--- src/sv/box_filter_3x3_unit_defines.svh ---
// ----------------------------------------------------------------------------
// Box filter 3x3 assertion macros
// Shared concurrent assertion helpers, clocked on aclk, held off in reset.
// ----------------------------------------------------------------------------
`ifndef BOX_FILTER_3X3_UNIT_DEFINES_SVH
`define BOX_FILTER_3X3_UNIT_DEFINES_SVH

// cond holds in the same cycle as trig
`define BF3_ASSERT_SAME(lbl, trig, cond, msg) \
    lbl: assert property (@(posedge aclk) disable iff (!aresetn) (trig) |-> (cond)) \
        else $error(msg);

// cond holds in the cycle after trig
`define BF3_ASSERT_NEXT(lbl, trig, cond, msg) \
    lbl: assert property (@(posedge aclk) disable iff (!aresetn) (trig) |=> (cond)) \
        else $error(msg);

`endif

--- src/sv/bf3_pkg.sv ---
// ----------------------------------------------------------------------------
// Box filter 3x3 package
// Sizes, register codes, shared structs and the divide-by-nine helper.
// ----------------------------------------------------------------------------
package bf3_pkg;

    localparam int MAX_WIDTH    = 1024;
    localparam int HEIGHT_LIMIT = 4096;
    localparam int ADDR_W       = $clog2(MAX_WIDTH);
    localparam int PIX_W        = 8;
    localparam int COL_W        = 10;
    localparam int ROW_W        = 12;
    localparam int CFG_W_W      = 11;
    localparam int CFG_H_W      = 13;
    localparam int CFG_IDX_W    = 8;
    localparam int CFG_DATA_W   = 13;
    localparam int QUOT_W       = 5;
    localparam int CSUM_W       = 7;
    localparam int MEAN_W       = 8;
    localparam int LINE_W       = 2 * PIX_W;
    localparam int FIFO_DEPTH   = 4;
    localparam int FIFO_PTR_W   = $clog2(FIFO_DEPTH);
    localparam int FIFO_CNT_W   = $clog2(FIFO_DEPTH + 1);
    localparam int M_DATA_W     = 32;

    localparam logic [CFG_IDX_W-1:0] REG_IMAGE_WIDTH  = CFG_IDX_W'(0);
    localparam logic [CFG_IDX_W-1:0] REG_IMAGE_HEIGHT = CFG_IDX_W'(1);

    localparam logic [ADDR_W-1:0] RESET_LAST_COL = ADDR_W'(640 - 1);
    localparam logic [ROW_W-1:0]  RESET_LAST_ROW = ROW_W'(480 - 1);

    typedef struct packed {
        logic              emit;
        logic              last;
        logic [ROW_W-1:0]  row_m1;
        logic [ADDR_W-1:0] col;
    } bf3_ctrl_t;

    typedef struct packed {
        logic              last;
        logic [COL_W-1:0]  col;
        logic [ROW_W-1:0]  row;
        logic [MEAN_W-1:0] mean;
    } bf3_result_t;

    // floor(x/9) for 8-bit x: x*57 >> 9 is exact over 0..255
    function automatic logic [QUOT_W-1:0] div9(input logic [PIX_W-1:0] x);
        logic [13:0] prod;
        prod = 14'(x) * 14'd57;
        return prod[13:9];
    endfunction

endpackage

--- src/sv/bf3_out_fifo.sv ---
// ----------------------------------------------------------------------------
// Box filter 3x3 result queue
// Small register FIFO that decouples result transfers from pixel intake.
// ----------------------------------------------------------------------------
module bf3_out_fifo (
    input  logic                             aclk,
    input  logic                             aresetn,
    input  logic                             push,
    input  bf3_pkg::bf3_result_t             push_data,
    output logic                             m_tvalid,
    input  logic                             m_tready,
    output bf3_pkg::bf3_result_t             head,
    output logic [bf3_pkg::FIFO_CNT_W-1:0]   count
);

    bf3_pkg::bf3_result_t entry [bf3_pkg::FIFO_DEPTH];

    logic [bf3_pkg::FIFO_PTR_W-1:0] wr_ptr_reg, wr_ptr_next;
    logic [bf3_pkg::FIFO_PTR_W-1:0] rd_ptr_reg, rd_ptr_next;
    logic [bf3_pkg::FIFO_CNT_W-1:0] count_reg, count_next;
    logic                           pop;

    assign m_tvalid = (count_reg != '0);
    assign pop      = m_tvalid && m_tready;
    assign head     = entry[rd_ptr_reg];
    assign count    = count_reg;

    always_comb begin
        wr_ptr_next = push ? wr_ptr_reg + bf3_pkg::FIFO_PTR_W'(1) : wr_ptr_reg;
        rd_ptr_next = pop  ? rd_ptr_reg + bf3_pkg::FIFO_PTR_W'(1) : rd_ptr_reg;
        count_next  = count_reg + bf3_pkg::FIFO_CNT_W'(push)
                    - bf3_pkg::FIFO_CNT_W'(pop);
    end

    always_ff @(posedge aclk) begin
        if (!aresetn) begin
            wr_ptr_reg <= '0;
            rd_ptr_reg <= '0;
            count_reg  <= '0;
        end else begin
            wr_ptr_reg <= wr_ptr_next;
            rd_ptr_reg <= rd_ptr_next;
            count_reg  <= count_next;
        end
    end

    always_ff @(posedge aclk) begin
        if (push) begin
            entry[wr_ptr_reg] <= push_data;
        end
    end

endmodule

--- config.mk ---
export PLATFORM = sky130hd
export DESIGN_NAME = bf3_out_fifo
export DESIGN_NICKNAME = d
export VERILOG_FILES = /design/src/sv/box_filter_3x3_unit_defines.svh /design/src/sv/bf3_pkg.sv /design/src/sv/bf3_out_fifo.sv
export SDC_FILE = /design/constraint.sdc
export NUM_CORES = 1
export LEC_CHECK = 0
export BUFFER_PORTS_ARGS = -buffer_cell sky130_fd_sc_hd__buf_2
export CORE_UTILIZATION = 56
export DETAILED_ROUTE_END_ITERATION = 10
export PLACE_DENSITY = 0.78
export SLEW_MARGIN = 20
export SYNTH_ARGS = -nofsm -noshare
export SYNTH_HDL_FRONTEND = slang
export SYNTH_SLANG_ARGS = --single-unit
--- constraint.sdc ---
create_clock -name aclk -period 2.75 [get_ports aclk]
set_input_delay 0.275 -clock aclk [delete_from_list [all_inputs] [get_ports aclk]]
set_output_delay 0.275 -clock aclk [all_outputs]
set_load 0.02 [all_outputs]
Word-level counts from Yosys, hierarchy flattened
Memory sizes are Yosys's and may differ from the RTL's. A register that Yosys moved wholly into a read port is not among the register bits.
Index checks and enable logic that the tools add are counted.
{"block": "totals", "memories": 1, "out_inout_bits": 35, "regBits": 7, "input_bits": 35, "ram_bits": 124, "word_cells": 14}
{"name": "entry", "words": 4, "width": 31, "read_ports": 1, "rd_clocked_by_memory_dff": 1, "wr": 1, "line": "bf3_out_fifo.sv:16", "rtl": "bf3_pkg::bf3_result_t entry [bf3_pkg::FIFO_DEPTH];"}
{"block": "classes", "reduce_logical": 2, "mux": 4, "addsub": 4}
{"op": "$add 2x1->2 const B", "count": 2}
{"op": "$mux 2", "count": 2}
{"op": "$add 3x1->3", "count": 1}
{"op": "$reduce_bool 3->1", "count": 1}
{"op": "$sub 3x1->3", "count": 1}
{"op": "$mux 1", "count": 2}
{"op": "$logic_and 1x1->1", "count": 1}

Depth between registers and ports, before layout
{"block": "logic_depth", "word_depth": 4, "ltp_mapped": 7, "ltp_nobuf": 7}

Worst setup path before layout
Ideal clock, no wire load.
{"block": "synth_path", "path_kind": "register to register", "from": "register count_reg (netlist bit count[1])", "to": "register count_reg (netlist bit count[2])", "stages_incl_launch_ff": 8, "setup_slack_ns": 0.725, "period_less_slack_ns": 2.025, "path_buffers": 0, "t_required_ns": 2.635, "t_arrival_ns": 1.910, "cell_sequence": "dfxtp_1 -> o31a_1 -> ha_1 -> inv_1 -> ha_1 -> fa_1 -> xnor3_1 -> and2_1"}
{"block": "synth_via", "elab_chain_len": 3, "elab_cells_between_ends": 4}
{"item": "start, declared", "line": "bf3_out_fifo.sv:20", "rtl": "logic [bf3_pkg::FIFO_CNT_W-1:0] count_reg, count_next;"}
{"item": "start signal, assigned", "line": "bf3_out_fifo.sv:43", "rtl": "count_reg <= count_next;"}
{"item": "$reduce_bool 3->1", "line": "bf3_out_fifo.sv:23", "rtl": "assign m_tvalid = (count_reg != '0);"}
{"item": "$logic_and 1x1->1", "line": "bf3_out_fifo.sv:24", "rtl": "assign pop = m_tvalid && m_tready;"}
{"item": "net pop", "line": "bf3_out_fifo.sv:21", "rtl": "logic pop;"}
{"item": "$sub 3x1->3", "line": "bf3_out_fifo.sv:32", "rtl": "- bf3_pkg::FIFO_CNT_W'(pop);"}
The timed path passes the listed nets, and every way through them passes these cells.
A chain may end at the register's enable or synchronous reset.

==> impl.org <==
** Critical path
- Critical path startpoint category :: flip-flop
- At the worst endpoint, the arrival time is slightly below 2 ns.
- In this run the worst path has a maximum fanout of 26.
- Kind of critical path :: flip-flop to primary output
- Kind of capture point of the worst setup path :: primary output
- For the worst setup path, the data required time is between 2 and 2.5 ns.

** Placed design
- At the end of routability-driven placement, the weighted congestion stood at 0.708.
- The count of buffers added on input and output ports is 69.
- Detailed placement finished with a half-perimeter wire length of between 4000 and 5000 µm.

** Layout
- 0 antenna diodes ended up in the layout.
- Fraction of layout instances using a drive strength above 1 :: about two fifths
- After the last flow step, the layout net total stands at roughly 360.
- The register with the most flip-flops in the layout has between 100 and 150 of them.
- Area added between synthesis and finish :: 27.7%
- Share of the core filled with cells :: 75.3%
- The library cell used most frequently in the layout, excluding fill and tap cells, is edfxtp_1.
- The top cell types in the final layout, fill and taps aside, are edfxtp_1, buf_2, dlygate4sd3_1.

** GRT
- Maximum number of pins on one net before global-route repair :: 32
- Via count of the first global-routing pass :: between 2000 and 2500
- Overall routing resource usage :: between 10% and 20%
- Residual overflow from global routing :: 0
- The first global-routing pass estimated 12000 µm of wire.
- The number of antenna violations at the first check in global routing was 0.

** Synthesis
- Multiplexer share of the synthesized area :: 15.0%
- Post-synthesis adder-cell area fraction :: under 10%
- Synthesis instantiated 19 different standard cells from the library.
- The synthesized netlist devotes 1.67% of its cell area to simple gates.
- Top area cells in the synthesized netlist :: edfxtp_1, mux4_2, dfxtp_1
- Counting flops with a built-in enable in the synthesized netlist gives 124.
- After synthesis, the largest family of logic cells by area is multiplexers.
- Summed over all instances, the cell type with the most area after synthesis is edfxtp_1.
- Synthesis warning total :: 0
- In this run the biggest area consumer among cell types represents between 70% and 80% of the synthesized area.
- Async set-reset flop share out of synthesis :: 0%
- Post-Synthesis Cells :: between 200 and 250
- When the netlist entered floorplanning its net count stood at about 250.
- Mapped Avg Cell Area :: ~24 µm²
- Most common flop cell mapped by yosys :: edfxtp_1
- After synthesis the netlist holds a flip-flop and latch count of between 100 and 150.
- Summing the areas of all compound-gate instances in the mapped netlist gives less than 1% of the synthesized area.
- Sequential share of the synthesized area :: between 70% and 80%
- After synthesis the cells add up to just under 5000 µm².
- The synthesized netlist devotes less than 1% of its cell area to XOR and XNOR gates.

** Clock tree
- After clock tree synthesis, the repair step resized 0 gates.
- The clock tree synthesis step divided the H-tree into 4 levels.
- For this design, the sink count on the clock tree is approximately 130.
- TritonCTS created 17 clock buffers.
- At the later pin of the worst-skew pair, clock insertion delay measures between 0.5 and 0.6 ns.
- Clock-pin slew was measured on the worst setup and hold paths at ~0.060 ns.
- The tree is rooted in a clkbuf_8.
- CTS tree :: done
- Buffer levels on the longest clock path :: 2

** Routing
- For this run, design rule violations remaining after detail routing come to 0.
- Average routed wire per standard cell :: 19.0 µm
- After the first detailed-routing iteration, the DRC count stood at around 130.
- Remaining antenna violation count :: 0
- The final route contains 2393 vias.
- The final layout contains routed wiring with a total length of ~8300 µm.
- Dividing the detail-routed via count by the number of cells gives 5.46.
- DR pass1 iterations :: 4

** Floorplan
- From bottom edge to top edge, the die measures 96.0 µm.
- Once the floorplan was initialized, standard cells occupied between 50% and 60% of the core.
- Chip Width :: around 96 µm
- Area of the core region :: 8380 µm²
- The die covers about 9000 µm².
- Rows :: 33
- IO Count :: 70

** STA
- Of the available clock period, the critical path in the final layout requires 82.5%.
- Between clock sinks in the finished design, the worst skew comes to between 0.005 and 0.006 ns.
- Setup repair after global routing left no endpoint under its margin.
- Setup violations remaining at the end of the flow were counted as 0.
- Count of final hold-check violations :: 0
- Final slew viol count :: 0
- For the final routed database, the setup TNS stands at 0 ns.
- The worst path needs approximately 2.3 ns of the cycle, external delays included.
- The worst pin sits at a relative slew slack of 42.5%.
- Final Hold Slack :: approximately 0.092 ns
- Max Freq :: between 400 and 500 MHz
- Actual transition at the worst max-transition pin :: between 0.8 and 0.9 ns

** Power
- For this design the static power due to leakage is roughly 2.2 nW.
- The worst-case IR drop observed on VDD is around 0.58 mV.
- Dividing total power by cell area gives a power density of between 900 and 1000 nW/µm².

** Run
- Max-cap violations :: 0

** Status
- Outcome :: finished clean

** Min path
- Worst hold-check path type :: primary input to flip-flop
## cells in the mapped netlist, types with 2 or more instances
master,count
edfxtp_1,124
mux4_2,30
dfxtp_1,9
and2_1,8
ha_1,6
inv_1,6
mux2i_1,4
buf_2,3
buf_6,3
nand2_1,2
nand2b_1,2
## per-stage QoR
stage | total power (W) | setup WS (ns) | instance area, µm² | cells
2_1_floorplan | 0.00321 | 0.725 | 4940 | 205
4_1_cts | 0.00575 | 0.437 | 6310 | 438
5_1_grt | 0.00592 | 0.369 | 6310 | 438
3_5_place_dp | 0.00351 | 0.727 | 5410 | 375
3_3_place_gp | 0.00349 | 0.784 | 5410 | 375
6_report | 0.00571 | 0.482 | 6310 | 438
## power by group
group	leakage, nW	total [W]	switching, W	internal (W)
Clock	0.277	0.00222	0.000835	0.00138
Sequential	1.21	0.00242	0.0000725	0.00235
Combinational	0.740	0.00107	0.000561	0.000508
## worst paths after layout
kind / cells past startpoint / startpoint / endpoint / slack (ns)
setup / recovery: 3 / flip-flop / head[30] / 0.48
hold / removal: 2 / aresetn / count[2]$_SDFF_PN0_ / 0.09
setup reg to reg: 7 / count[1]$_SDFF_PN0_ / count[2]$_SDFF_PN0_ / 0.72
hold reg to reg: 2 / rd_ptr_reg[1]$_SDFFE_PN0P_ / flip-flop / 0.48
## layer usage
layer / part of all wire, % / vias to the layer above / routed length (µm) / GRT usage (%)
met3: 4.0 / 13 / 335 / 5.37
li1: - / 1088 / - / -
met4: 1.7 / 0 / 140 / 10.3
met5: 0 / - / 0 / 0
met1: 40 / 1222 / 3330 / 22.5
met2: 54 / 70 / 4510 / 33.6
## kinds of logic after synthesis
family          Yosys count
buf+inv                  12
xor+xnor                  2
mux                      35
compound gates            2
fa+ha+maj                 7
simple gates             14
flops                   133
## worst max-delay path, cell delays in order (launching register included)
cell and delay, ns:
dfxtp_2 0.46, buf_12 0.27, mux4_1 0.56, buf_2 0.18
## final cells by class
class	instances	area (µm²)
sequential	133	3910
tap	105	131
timing repair buffer	102	683
clock buffer	17	414
inverter	6	22.5
fill	471	2070
multi-input combinational	60	973
clock inverter	15	181
## what timing repair did
action,in CTS,in global routing
hold buffers,31,0
setup buffers,0,0
endpoints found under the hold margin,124,0
Note: power is estimated with default switching activity, not from simulation.
