<file path="config.mk">
export PLATFORM = sky130hd
export DESIGN_NAME = bf3_window
export DESIGN_NICKNAME = d
export VERILOG_FILES = /design/src/sv/box_filter_3x3_unit_defines.svh /design/src/sv/bf3_pkg.sv /design/src/sv/bf3_window.sv
export SDC_FILE = /design/constraint.sdc
export NUM_CORES = 1
export LEC_CHECK = 0
export ABC_AREA = 1
export BUFFER_PORTS_ARGS = -buffer_cell sky130_fd_sc_hd__buf_2
export CAP_MARGIN = 20
export CORE_MARGIN = 1.5
export CORE_UTILIZATION = 55
export CTS_CLUSTER_DIAMETER = 50
export DETAILED_ROUTE_END_ITERATION = 8
export PLACE_DENSITY = 0.94
export REMOVE_ABC_BUFFERS = 1
export SLEW_MARGIN = 20
export SYNTH_ARGS = -nofsm -noshare
export SYNTH_HDL_FRONTEND = slang
export SYNTH_SLANG_ARGS = --single-unit
export TNS_END_PERCENT = 30
</file>
<file path="constraint.sdc">
create_clock -name aclk -period 7 [get_ports aclk]
set_input_delay 0.35 -clock aclk [delete_from_list [all_inputs] [get_ports aclk]]
set_output_delay 0.35 -clock aclk [all_outputs]
set_load 0.05 [all_outputs]
</file>
<file path="src/sv/box_filter_3x3_unit_defines.svh">
// ----------------------------------------------------------------------------
// Box filter 3x3 assertion macros
// Shared concurrent assertion helpers, clocked on aclk, held off in reset.
// ----------------------------------------------------------------------------
`ifndef BOX_FILTER_3X3_UNIT_DEFINES_SVH
`define BOX_FILTER_3X3_UNIT_DEFINES_SVH

// cond holds in the same cycle as trig
`define BF3_ASSERT_SAME(lbl, trig, cond, msg) \
    lbl: assert property (@(posedge aclk) disable iff (!aresetn) (trig) |-> (cond)) \
        else $error(msg);

// cond holds in the cycle after trig
`define BF3_ASSERT_NEXT(lbl, trig, cond, msg) \
    lbl: assert property (@(posedge aclk) disable iff (!aresetn) (trig) |=> (cond)) \
        else $error(msg);

`endif

</file>
<file path="src/sv/bf3_pkg.sv">
// ----------------------------------------------------------------------------
// Box filter 3x3 package
// Sizes, register codes, shared structs and the divide-by-nine helper.
// ----------------------------------------------------------------------------
package bf3_pkg;

    localparam int MAX_WIDTH    = 1024;
    localparam int HEIGHT_LIMIT = 4096;
    localparam int ADDR_W       = $clog2(MAX_WIDTH);
    localparam int PIX_W        = 8;
    localparam int COL_W        = 10;
    localparam int ROW_W        = 12;
    localparam int CFG_W_W      = 11;
    localparam int CFG_H_W      = 13;
    localparam int CFG_IDX_W    = 8;
    localparam int CFG_DATA_W   = 13;
    localparam int QUOT_W       = 5;
    localparam int CSUM_W       = 7;
    localparam int MEAN_W       = 8;
    localparam int LINE_W       = 2 * PIX_W;
    localparam int FIFO_DEPTH   = 4;
    localparam int FIFO_PTR_W   = $clog2(FIFO_DEPTH);
    localparam int FIFO_CNT_W   = $clog2(FIFO_DEPTH + 1);
    localparam int M_DATA_W     = 32;

    localparam logic [CFG_IDX_W-1:0] REG_IMAGE_WIDTH  = CFG_IDX_W'(0);
    localparam logic [CFG_IDX_W-1:0] REG_IMAGE_HEIGHT = CFG_IDX_W'(1);

    localparam logic [ADDR_W-1:0] RESET_LAST_COL = ADDR_W'(640 - 1);
    localparam logic [ROW_W-1:0]  RESET_LAST_ROW = ROW_W'(480 - 1);

    typedef struct packed {
        logic              emit;
        logic              last;
        logic [ROW_W-1:0]  row_m1;
        logic [ADDR_W-1:0] col;
    } bf3_ctrl_t;

    typedef struct packed {
        logic              last;
        logic [COL_W-1:0]  col;
        logic [ROW_W-1:0]  row;
        logic [MEAN_W-1:0] mean;
    } bf3_result_t;

    // floor(x/9) for 8-bit x: x*57 >> 9 is exact over 0..255
    function automatic logic [QUOT_W-1:0] div9(input logic [PIX_W-1:0] x);
        logic [13:0] prod;
        prod = 14'(x) * 14'd57;
        return prod[13:9];
    endfunction

endpackage

</file>
<file path="src/sv/bf3_window.sv">
// ----------------------------------------------------------------------------
// Box filter 3x3 window
// Holds the last two column sums of floor(tap/9), updates the line store
// with the shifted rows and forms the result for interior positions.
// ----------------------------------------------------------------------------
module bf3_window (
    input  logic                         aclk,
    input  logic                         st_valid,
    input  logic [bf3_pkg::PIX_W-1:0]    st_pixel,
    input  bf3_pkg::bf3_ctrl_t           st_ctrl,
    input  logic [bf3_pkg::LINE_W-1:0]   line_rd_data,
    output logic                         line_wr_en,
    output logic [bf3_pkg::ADDR_W-1:0]   line_wr_addr,
    output logic [bf3_pkg::LINE_W-1:0]   line_wr_data,
    output logic                         res_valid,
    output bf3_pkg::bf3_result_t         res
);

    logic [bf3_pkg::CSUM_W-1:0] csum1_reg, csum2_reg;
    logic [bf3_pkg::CSUM_W-1:0] csum_new;
    logic [bf3_pkg::PIX_W-1:0]  top_pix, mid_pix;

    // line word: upper row in the high byte, middle row in the low byte
    assign top_pix = line_rd_data[bf3_pkg::LINE_W-1:bf3_pkg::PIX_W];
    assign mid_pix = line_rd_data[bf3_pkg::PIX_W-1:0];

    assign csum_new = bf3_pkg::CSUM_W'(bf3_pkg::div9(top_pix))
                    + bf3_pkg::CSUM_W'(bf3_pkg::div9(mid_pix))
                    + bf3_pkg::CSUM_W'(bf3_pkg::div9(st_pixel));

    assign line_wr_en   = st_valid;
    assign line_wr_addr = st_ctrl.col;
    assign line_wr_data = {mid_pix, st_pixel};

    always_ff @(posedge aclk) begin
        if (st_valid) begin
            csum1_reg <= csum2_reg;
            csum2_reg <= csum_new;
        end
    end

    always_comb begin
        res_valid = st_valid && st_ctrl.emit;
        res.mean  = bf3_pkg::MEAN_W'(csum1_reg) + bf3_pkg::MEAN_W'(csum2_reg)
                  + bf3_pkg::MEAN_W'(csum_new);
        res.row   = st_ctrl.row_m1;
        res.col   = bf3_pkg::COL_W'(st_ctrl.col - bf3_pkg::ADDR_W'(1));
        res.last  = st_ctrl.last;
    end

endmodule

</file>
# Word-level counts from Yosys, hierarchy flattened
# Cells that the tools add are included.
[word_totals]
input_bits = 50
reg_bits = 14
output_inout_bits = 59
[classes]
n_addsub = 5
multipliers = 3
n_reduce_logical = 1
[op_table]
columns = ["cell", "count"]
rows = [
  ["$mul 8x6->14 const B", 3],
  ["$sub 10x1->10 const B", 1],
  ["$add 7x7->8", 1],
  ["$add 8x7->8", 1],
  ["$add 6x5->7", 1],
  ["$add 5x5->6", 1],
  ["$logic_and 1x1->1", 1],
]

# Depth between registers and ports, before layout
# Gate-level depths: netlist of the first run.
[depth]
ltp_word = 4
ltp_mapped = 30
ltp_nobuf = 30

# Worst setup path before layout of the first run
# No wires, ideal clock.
[synth_path]
kind = "input to output"
start = "input port line_rd_data[10] (netlist name)"
end = "output port res[7] (netlist name)"
t_arrival_ns = 5.847
t_required_ns = 6.650
setup_slack_ns = 0.803
stages = 25
cell_sequence = "inv_1 fa_1 inv_1 fa_1 ha_1 ha_1 a21o_1 o21ai_1 nand2_1 nand2_1 nand2_1 fa_1 inv_1 ha_1 nand2_1 nor2_1 a211oi_2 xor2_1 fa_1 ha_1 inv_1 o21bai_1 nand2_1 nand3_1 xor2_1"
[synth_rtl]
columns = ["element", "line_no", "text"]
rows = [
  ["start: declaration", "bf3_window.sv:11", "input logic [bf3_pkg::LINE_W-1:0] line_rd_data,"],
  ["end: declaration", "bf3_window.sv:16", "output bf3_pkg::bf3_result_t res"],
]

==> metrics.md, run 1 <==
| Metric | Value |
|---|---|
| Total setup buffers inserted after CTS | 0 |
| Routed vias/inst | between 5 and 6 |
| RSZ-0062 raised after global routing | false |
| Post-CTS sizing | 0 |
| Antenna Cells | 0 |
| Total gr overflow | 0 |
| Global-route wire length before repair | between 10000 and 15000 µm |
| Commonest cells post-synth | 104 x inv_1, 80 x ha_1, 71 x nand2_1 |
| Post-Synthesis Cells | between 400 and 500 |
| Final HPWL from detailed placement | 6863 µm |
| First-pass iteration count of the detailed router | 4 |
| Total global-route track usage | 0.2065 |
| Drt drc | 0 |
| Post-synth top area share | 0.2525 |
| Ports | 109 |
| Synthesized area | 3964 µm² |
| Hold Fails Final Rpt | 0 |
| Fin crit share | 0.9160 |
| Clock Sinks | 14 |
| DR iter-0 viols | 89 |
| Max cap viols | 0 |
| Syn Area/Cell | 8.524 µm² |
| CP Max Fanout | 6 |
| Number of global-route vias before repair | 3145 |
| Antenna viol nets, final | 0 |
| Setup_tns | 0 ns |
| Die Y | 87.90 µm |
| CTS clock-pin slew for the worst setup and hold paths | about 0.050 ns |
| Rows | 30 |
| Post-synth EDFFs | 14 |
| Post-layout nets | 686 |
| CTS Hold Bufs | 0 |
| Share of cells above drive strength 1 | 0.1742 |
| TritonCTS Buffers | 3 |
| DRT Wirelength | 7625 µm |
| Distinct cells, synth | 23 |
| Setup Skew | a little under 0.008 ns |
| Fin. max-slew vios | 0 |
| Count leader, synth | inv_1 |
| Area leader, netlist | ha_1 |
| H-tree Lvls | 1 |
| Worst Path Required | roughly 6.7 ns |
| CTS tree | done |
| Seq/Total Area, Yosys | 0.1061 |
| Startpoint types | primary input |
| Clock Path Buffers | 2 |
| Register bit total from synthesis | 14 |
| CP Capture Type | output port |
| Slew @ Worst Pin | approximately 0.34 ns |
| Syn. warnings | 0 |
| Critical path class | in -> out |
| Slew HR | 0.7753 |
| Fmax | 156.0 MHz |
| PortBufs | 82 |
| HP Class | reg -> reg |
| # setup viols final | 0 |
| Worst-Skew Late Latency | approximately 0.25 ns |
| Asr flop ratio synth | 0 |
| Largest net degree at the start of global routing | 17 |
| Area of the core | 6869 µm² |
| Synth area leaders | ha_1 25%, fa_1 22%, edfxtp_1 11% |
| Wire per inst | around 13 µm |
| Final min period | 6.412 ns |
| Status | complete, no violations |
| Area delta synth->final | 6.945% |
| Die area | 7726 µm² |
| DR vias | around 3100 |
| R2r setup slk | 6.31 ns |
| Die W | 87.90 µm |
| Placer Congestion | around 0.91 |
| CTS Root Cell | clkbuf_8 |
| Dominant synthesized flop cell | edfxtp_1 |
| Initial antenna violation count | 0 |
| CP arrival | 6.06 ns |
| Starting Density | 0.5770 |
[final cells by class]
class                   count  area, µm²
repair buffers             82      410.4
flip-flops and latches     14      420.4
multi-input cells         307       2853
clock buffers               3      41.29
fillers                   596       2630
well taps                  96      120.1
inverters                 104      390.4
clock inverters             1      3.754
[through the flow]
step | hold WS, ns | cell area, µm² | cells | utilization | worst slack [ns]
5_1_grt | 0.4746 | 4239 | 607 | 0.6171 | 0.2350
3_3_place_gp | 0.4345 | 4194 | 603 | 0.6106 | 0.7991
3_5_place_dp | 0.4441 | 4194 | 603 | 0.6106 | 0.6058
4_1_cts | 0.4568 | 4239 | 607 | 0.6171 | 0.5998
2_1_floorplan | 0.4264 | 3664 | 425 | - | 0.8026
6_report | 0.4528 | 4239 | 607 | 0.6171 | 0.5883
[worst max-delay path, cell delays in order]
cell and delay (ns):
buf_2 0.14, inv_1 0.10, fa_1 0.50, inv_1 0.05, fa_1 0.48, ha_1 0.32
ha_1 0.34, a21o_1 0.21, a21oi_1 0.14, o21ai_1 0.10, xor2_1 0.19, fa_1 0.44
inv_1 0.07, ha_1 0.14, inv_1 0.06, fa_1 0.40, xnor2_1 0.22, inv_1 0.08
fa_1 0.50, inv_1 0.05, ha_1 0.37, nand2_1 0.10, nand2_1 0.06, a31oi_1 0.19
xor2_1 0.16, buf_2 0.28
[layer usage]
| metal | vias up | GRT usage | part of all wire |
|---|---|---|---|
| li1 | 1530 | - | - |
| met1 | 1454 | 0.2308 | 0.41 |
| met2 | 87 | 0.4129 | 0.53 |
| met3 | 10 | 0.02262 | 0.043 |
| met4 | 0 | 0.04618 | 0.013 |
| met5 | - | 0 | 0 |
[final timing paths]
check             cells past startpoint           end             from
setup / recovery                     26        res[4]  line_rd_data[3]
setup reg to reg                      0  csum1_reg[4]     csum2_reg[4]
hold reg to reg                       0  csum1_reg[5]     csum2_reg[5]
hold / removal                        0  csum1_reg[5]     csum2_reg[5]
[cell usage in the layout (no fill, tap or decap)]
cell type and instances:
clkbuf_8 3, nand2_1 71, edfxtp_1 14, buf_2 82
clkinv_1 1, nor2_1 10, a21o_1 2, a21oi_1 9
nand3_1 17, or2_1 1, fa_1 44, inv_1 104
o21ai_0 9, o21bai_1 7, nand2_2 1, o21ai_1 6
xor2_1 15, a31oi_1 8, nand4_1 7, nor3_4 1
a211oi_2 1, ha_1 80, or2_4 1, nor3_1 8
xnor2_1 9
[cells by family (layout without fill, tap and decap cells)]
logic type      after synthesis  count (layout)  share of synthesized area
buf+inv                     144             190                     0.1742
fa+ha+maj                   124             124                     0.4747
simple gates                117             117                     0.1288
compound gates               42              42                    0.06313
xor+xnor                     24              24                    0.05303
flops                        14              14                     0.1061
Power of run 1 is left out: the tool's default activity adds up to more than one toggle a clock period on the data nets, which glitch-free logic cannot reach.
==> run 2, diff against run 1 <==
CORE_ASPECT_RATIO = 0.75   (was not set)
==> run 2 against run 1 <==
Register-to-register slack about the same. First-iteration DRC count is 10% higher. Sequential share of layout area is essentially flat. Critical path type unchanged. Highest routed layer unchanged.
==> metrics.md, run 2 (synthesized netlist as in run 1, its figures left out) <==
| Metric | Value |
|---|---|
| Status | complete, no violations |
| Slew @ Worst Pin | between 0.3 and 0.4 ns |
| Fmax | around 150 MHz |
| Placer Congestion | 0.9130 |
| Setup WS pre-CTS | 0.5935 ns |
| Hold wc startpoint | csum2_reg[3] |
| DR iter-0 viols | 98 |
| TritonCTS Buffers | 3 |
| Total global-route track usage | 0.2070 |
| CP peak stage delay | roughly 0.56 ns |
| Initial antenna violation count | 0 |
| CP arrival | 6.15 ns |
| Worst Reg2Reg Path Length in Cells | 0 |
| CTS clock-pin slew for the worst setup and hold paths | around 0.05 ns |
| Hold endpoint | csum1_reg[3] |
| Worst Path Required | between 6 and 7 ns |
| Final min period | 6.497 ns |
| H-tree Lvls | 1 |
| Post-layout nets | 686 |
| Wire per inst | 12.67 µm |
| Die W | 101.0 µm |
| CTS Hold Bufs | 0 |
| Fin crit share | 0.9282 |
| Area delta synth->final | 6.913% |
| CTS Root Cell | clkbuf_8 |
| Startpoint types | primary input |
| Total setup buffers inserted after CTS | 0 |
| Routed vias/inst | 5.084 |
| R2r startpoint | csum2_reg[4] |
| Crit-path most repeated cell | nand2_1 |
| Worst-Skew Late Latency | 0.25 ns |
| Total of fill cells in the finished design | around 600 |
| Commonest non-fill, non-tap cell in the layout | inv_1 |
| Number of global-route vias before repair | 3019 |
| Slowest cell on crit path | fa_1 |
| Global-route wire length before repair | 13040 µm |
| First-pass iteration count of the detailed router | 4 |
| Rows | 26 |
| RSZ-0062 raised after global routing | false |
| Setup ws final | 0.5028 ns |
| Setup Skew | 0.002012 ns |
| Total gr overflow | 0 |
| Clock Path Buffers | 2 |
| Hold Path Stages | 0 |
| CP Capture Type | output port |
| Die area | 7730 µm² |
| DR vias | approximately 3000 |
| Clock Sinks | 14 |
| Antenna viol nets, final | 0 |
| DRT Wirelength | 7705 µm |
| Slew HR | 0.7688 |
| Ports | 109 |
| Setup_tns | 0 ns |
| CTS tree | done |
| Most frequent cells in the layout | 104 x inv_1, 82 x buf_2, 80 x ha_1 |
| CP Max Fanout | 5 |
| Antenna Cells | 0 |
| Drt drc | 0 |
| Fin. max-slew vios | 0 |
| R2r setup slk | 6.30 ns |
| Largest net degree at the start of global routing | 17 |
| HP Class | reg -> reg |
| Final HPWL from detailed placement | 6861 µm |
| Share of cells above drive strength 1 | 0.1745 |
| Post-CTS sizing | 0 |
| Die Y | around 77 µm |
| Reg2reg end | csum1_reg[4] |
| Max cap viols | 0 |
| Critical path class | in -> out |
| PortBufs | between 80 and 90 |
| # setup viols final | 0 |
| Area of the core | 6897 µm² |
| Starting Density | 0.5747 |
| Hold Fails Final Rpt | 0 |
[run 2: per-layer routing]
metal / vias to the layer above / GRT usage / share of wire
met5: - / 0 / 0
met4: 0 / 0.06389 / 0.023
met3: 20 / 0.05780 / 0.078
met2: 118 / 0.3581 / 0.49
met1: 1423 / 0.2487 / 0.41
li1: 1530 / - / -
[run 2: worst max path at each step]
stage | slack, ns | to | start | depth (start not counted)
after floorplan | 0.80 | res[7] | line_rd_data[10] | 25
after global placement | 0.81 | res[4] | line_rd_data[3] | 26
after detailed placement | 0.59 | res[7] | line_rd_data[3] | 27
after CTS | 0.56 | res[7] | line_rd_data[3] | 29
after global routing | 0.20 | res[7] | line_rd_data[3] | 29
final | 0.50 | res[7] | line_rd_data[3] | 29
[run 2: metrics by stage]
stage          std cells  hold slack, ns    util  cell area [µm²]
2_1_floorplan        425          0.4264       -             3664
3_3_place_gp         605          0.4361  0.6085             4197
3_5_place_dp         605          0.4403  0.6085             4197
4_1_cts              608          0.4540  0.6145             4238
5_1_grt              608          0.4838  0.6145             4238
6_report             608          0.4573  0.6145             4238
[run 2: final cells by class]
| type | count | area [µm²] | share of cell area |
|---|---|---|---|
| Multi-Input combinational cell | 307 | 2853 | 0.6732 |
| Inverter | 104 | 390.4 | 0.09212 |
| Sequential cell | 14 | 420.4 | 0.09920 |
| Timing Repair Buffer | 82 | 410.4 | 0.09684 |
| Tap cell | 98 | 122.6 | 0.02893 |
| Clock buffer | 3 | 41.29 | 0.009743 |
[run 2: critical path, delay by kind of cell]
kind            cells  cell delay, ns
xor+xnor            2            0.42
compound gates      3            0.56
buf+inv             6            0.75
simple gates       10            0.77
fa+ha+maj           8            3.26
Power of run 2 is left out for the same reason.
==> run 3, diff against run 2 <==
CORE_ASPECT_RATIO = 1.75   (was 0.75)
==> run 3 against run 2 <==
Final cell count fell by 2.1%. Clock skew decreased by 0.0016 ns. Utilization up 0.20 points. Count of clock-buffer cells in the layout unchanged. Largest cell class unchanged. Routed wire length decreased by 1.8%. Design area grew 0.47%. Register-to-register slack about the same. Critical path depth is 2 lower. Die area increased by 0.20%.
==> metrics.md, run 3 (synthesized netlist as in run 1, its figures left out) <==
| Metric | Value |
|---|---|
| Status | complete, no violations |
| Antenna viol nets, final | 0 |
| DR iter-0 viols | between 100 and 150 |
| CTS tree | done |
| Max cap viols | 0 |
| Die W | between 60 and 70 µm |
| Slew @ Worst Pin | 0.3483 ns |
| Area delta synth->final | 7.418% |
| HP Class | reg -> reg |
| Total gr overflow | 0 |
| Clock Sinks | 14 |
| # setup viols final | 0 |
| Fmax | 154.1 MHz |
| Post-layout nets | 686 |
| Setup crit start | line_rd_data[11] |
| Hold Fails Final Rpt | 0 |
| Starting Density | 0.5739 |
| CTS Hold Bufs | 0 |
| Drt drc | 0 |
| CP arrival | 6.14 ns |
| Largest net degree at the start of global routing | 17 |
| Worst-Skew Late Latency | 0.25 ns |
| Fin. max-slew vios | 0 |
| Ports | 109 |
| Fin crit share | 0.9271 |
| Critical path class | in -> out |
| H-tree Lvls | 1 |
| PortBufs | 82 |
| R2r startpoint | csum2_reg[4] |
| Rows | 40 |
| Share of cells above drive strength 1 | 0.1742 |
| Global-route wire length before repair | 12900 µm |
| Wire per inst | 12.72 µm |
| Total global-route track usage | 0.2084 |
| Die Y | approximately 120 µm |
| Total of fill cells in the finished design | 583 |
| CP Capture Type | output port |
| DR vias | 3107 |
| Routed vias/inst | between 5 and 6 |
| Placer Congestion | 0.8401 |
| CTS clock-pin slew for the worst setup and hold paths | 0.05 ns |
| RSZ-0062 raised after global routing | false |
| First-pass iteration count of the detailed router | 4 |
| Worst Path Required | 6.65 ns |
| Slew HR | 0.7678 |
| Startpoint types | primary input |
| Setup Skew | between 0.0003 and 0.0004 ns |
| Commonest non-fill, non-tap cell in the layout | inv_1 |
| Number of global-route vias before repair | 3301 |
| Setup_tns | 0 ns |
| CP Max Fanout | 4 |
| Clock Path Buffers | 2 |
| Most frequent cells in the layout | 104 x inv_1, 82 x buf_2, 80 x ha_1 |
| Antenna Cells | 0 |
| Post-CTS sizing | 0 |
| Die area | 7746 µm² |
| Total setup buffers inserted after CTS | 0 |
| Final HPWL from detailed placement | 6805 µm |
| Initial antenna violation count | 0 |
| Area of the core | 6907 µm² |
| TritonCTS Buffers | 3 |
| Final min period | 6.490 ns |
| CTS Root Cell | clkbuf_16 |
| Hold wc startpoint | csum2_reg[3] |
| DRT Wirelength | around 7600 µm |
-- run 3: cell count changes in the layout (fill, tap and decap cells not counted), sizes merged --
cell and change:
clkinv +1
-- run 3: final cells by class --
type | count | area [µm²] | share of cell area
clock buffers | 3 | 75.07 | 0.01763
clock inverters | 1 | 3.754 | 0.0008816
inverters | 104 | 390.4 | 0.09168
multi-input cells | 307 | 2853 | 0.6700
flip-flops and latches | 14 | 420.4 | 0.09874
well taps | 84 | 105.1 | 0.02468
repair buffers | 82 | 410.4 | 0.09639
-- run 3: metal layers --
| layer | GRT usage | share of wire |
|---|---|---|
| met5 | 0 | 0 |
| met4 | 0.05306 | 0.012 |
| met3 | 0.02446 | 0.045 |
| met2 | 0.4350 | 0.59 |
| met1 | 0.2013 | 0.35 |
-- run 3: critical path, cell delays in order --
cell and delay (ns):
buf_2 0.13, inv_1 0.08, fa_1 0.51, inv_1 0.06
fa_1 0.47, ha_1 0.32, ha_1 0.35, a21o_1 0.21
o21ai_1 0.22, nand2_1 0.08, nand2_1 0.06, nand2_1 0.07
fa_1 0.54, inv_1 0.04, ha_1 0.35, nand2_1 0.08
nor2_1 0.04, a211oi_2 0.20, xor2_1 0.27, fa_1 0.48
ha_1 0.36, inv_1 0.08, o21bai_1 0.19, nand2_1 0.08
nand3_1 0.09, xor2_1 0.14, buf_2 0.28
-- run 3: path summary, 6_finish.rpt --
| path | to | slack [ns] | cells after the start |
|---|---|---|---|
| worst max-delay path | res[7] | 0.51 | 27 |
| worst min-delay path | csum1_reg[3] | 0.47 | 0 |
| worst max register to register | csum1_reg[4] | 6.30 | 0 |
| worst min register to register | csum1_reg[3] | 0.47 | 0 |
-- run 3: through the flow --
stage                     worst slack (ns)  std cells  hold slack (ns)  cell area, µm²  utilization
after floorplan                     0.8026        425           0.4264            3664            -
after global placement              0.7733        591           0.4383            4179       0.6051
after detailed placement            0.5731        591           0.4678            4179       0.6051
after CTS                           0.4991        595           0.4784            4258       0.6165
after global routing                0.1535        595           0.4817            4258       0.6165
final                               0.5104        595           0.4739            4258       0.6165
Power of run 3 is left out for the same reason.
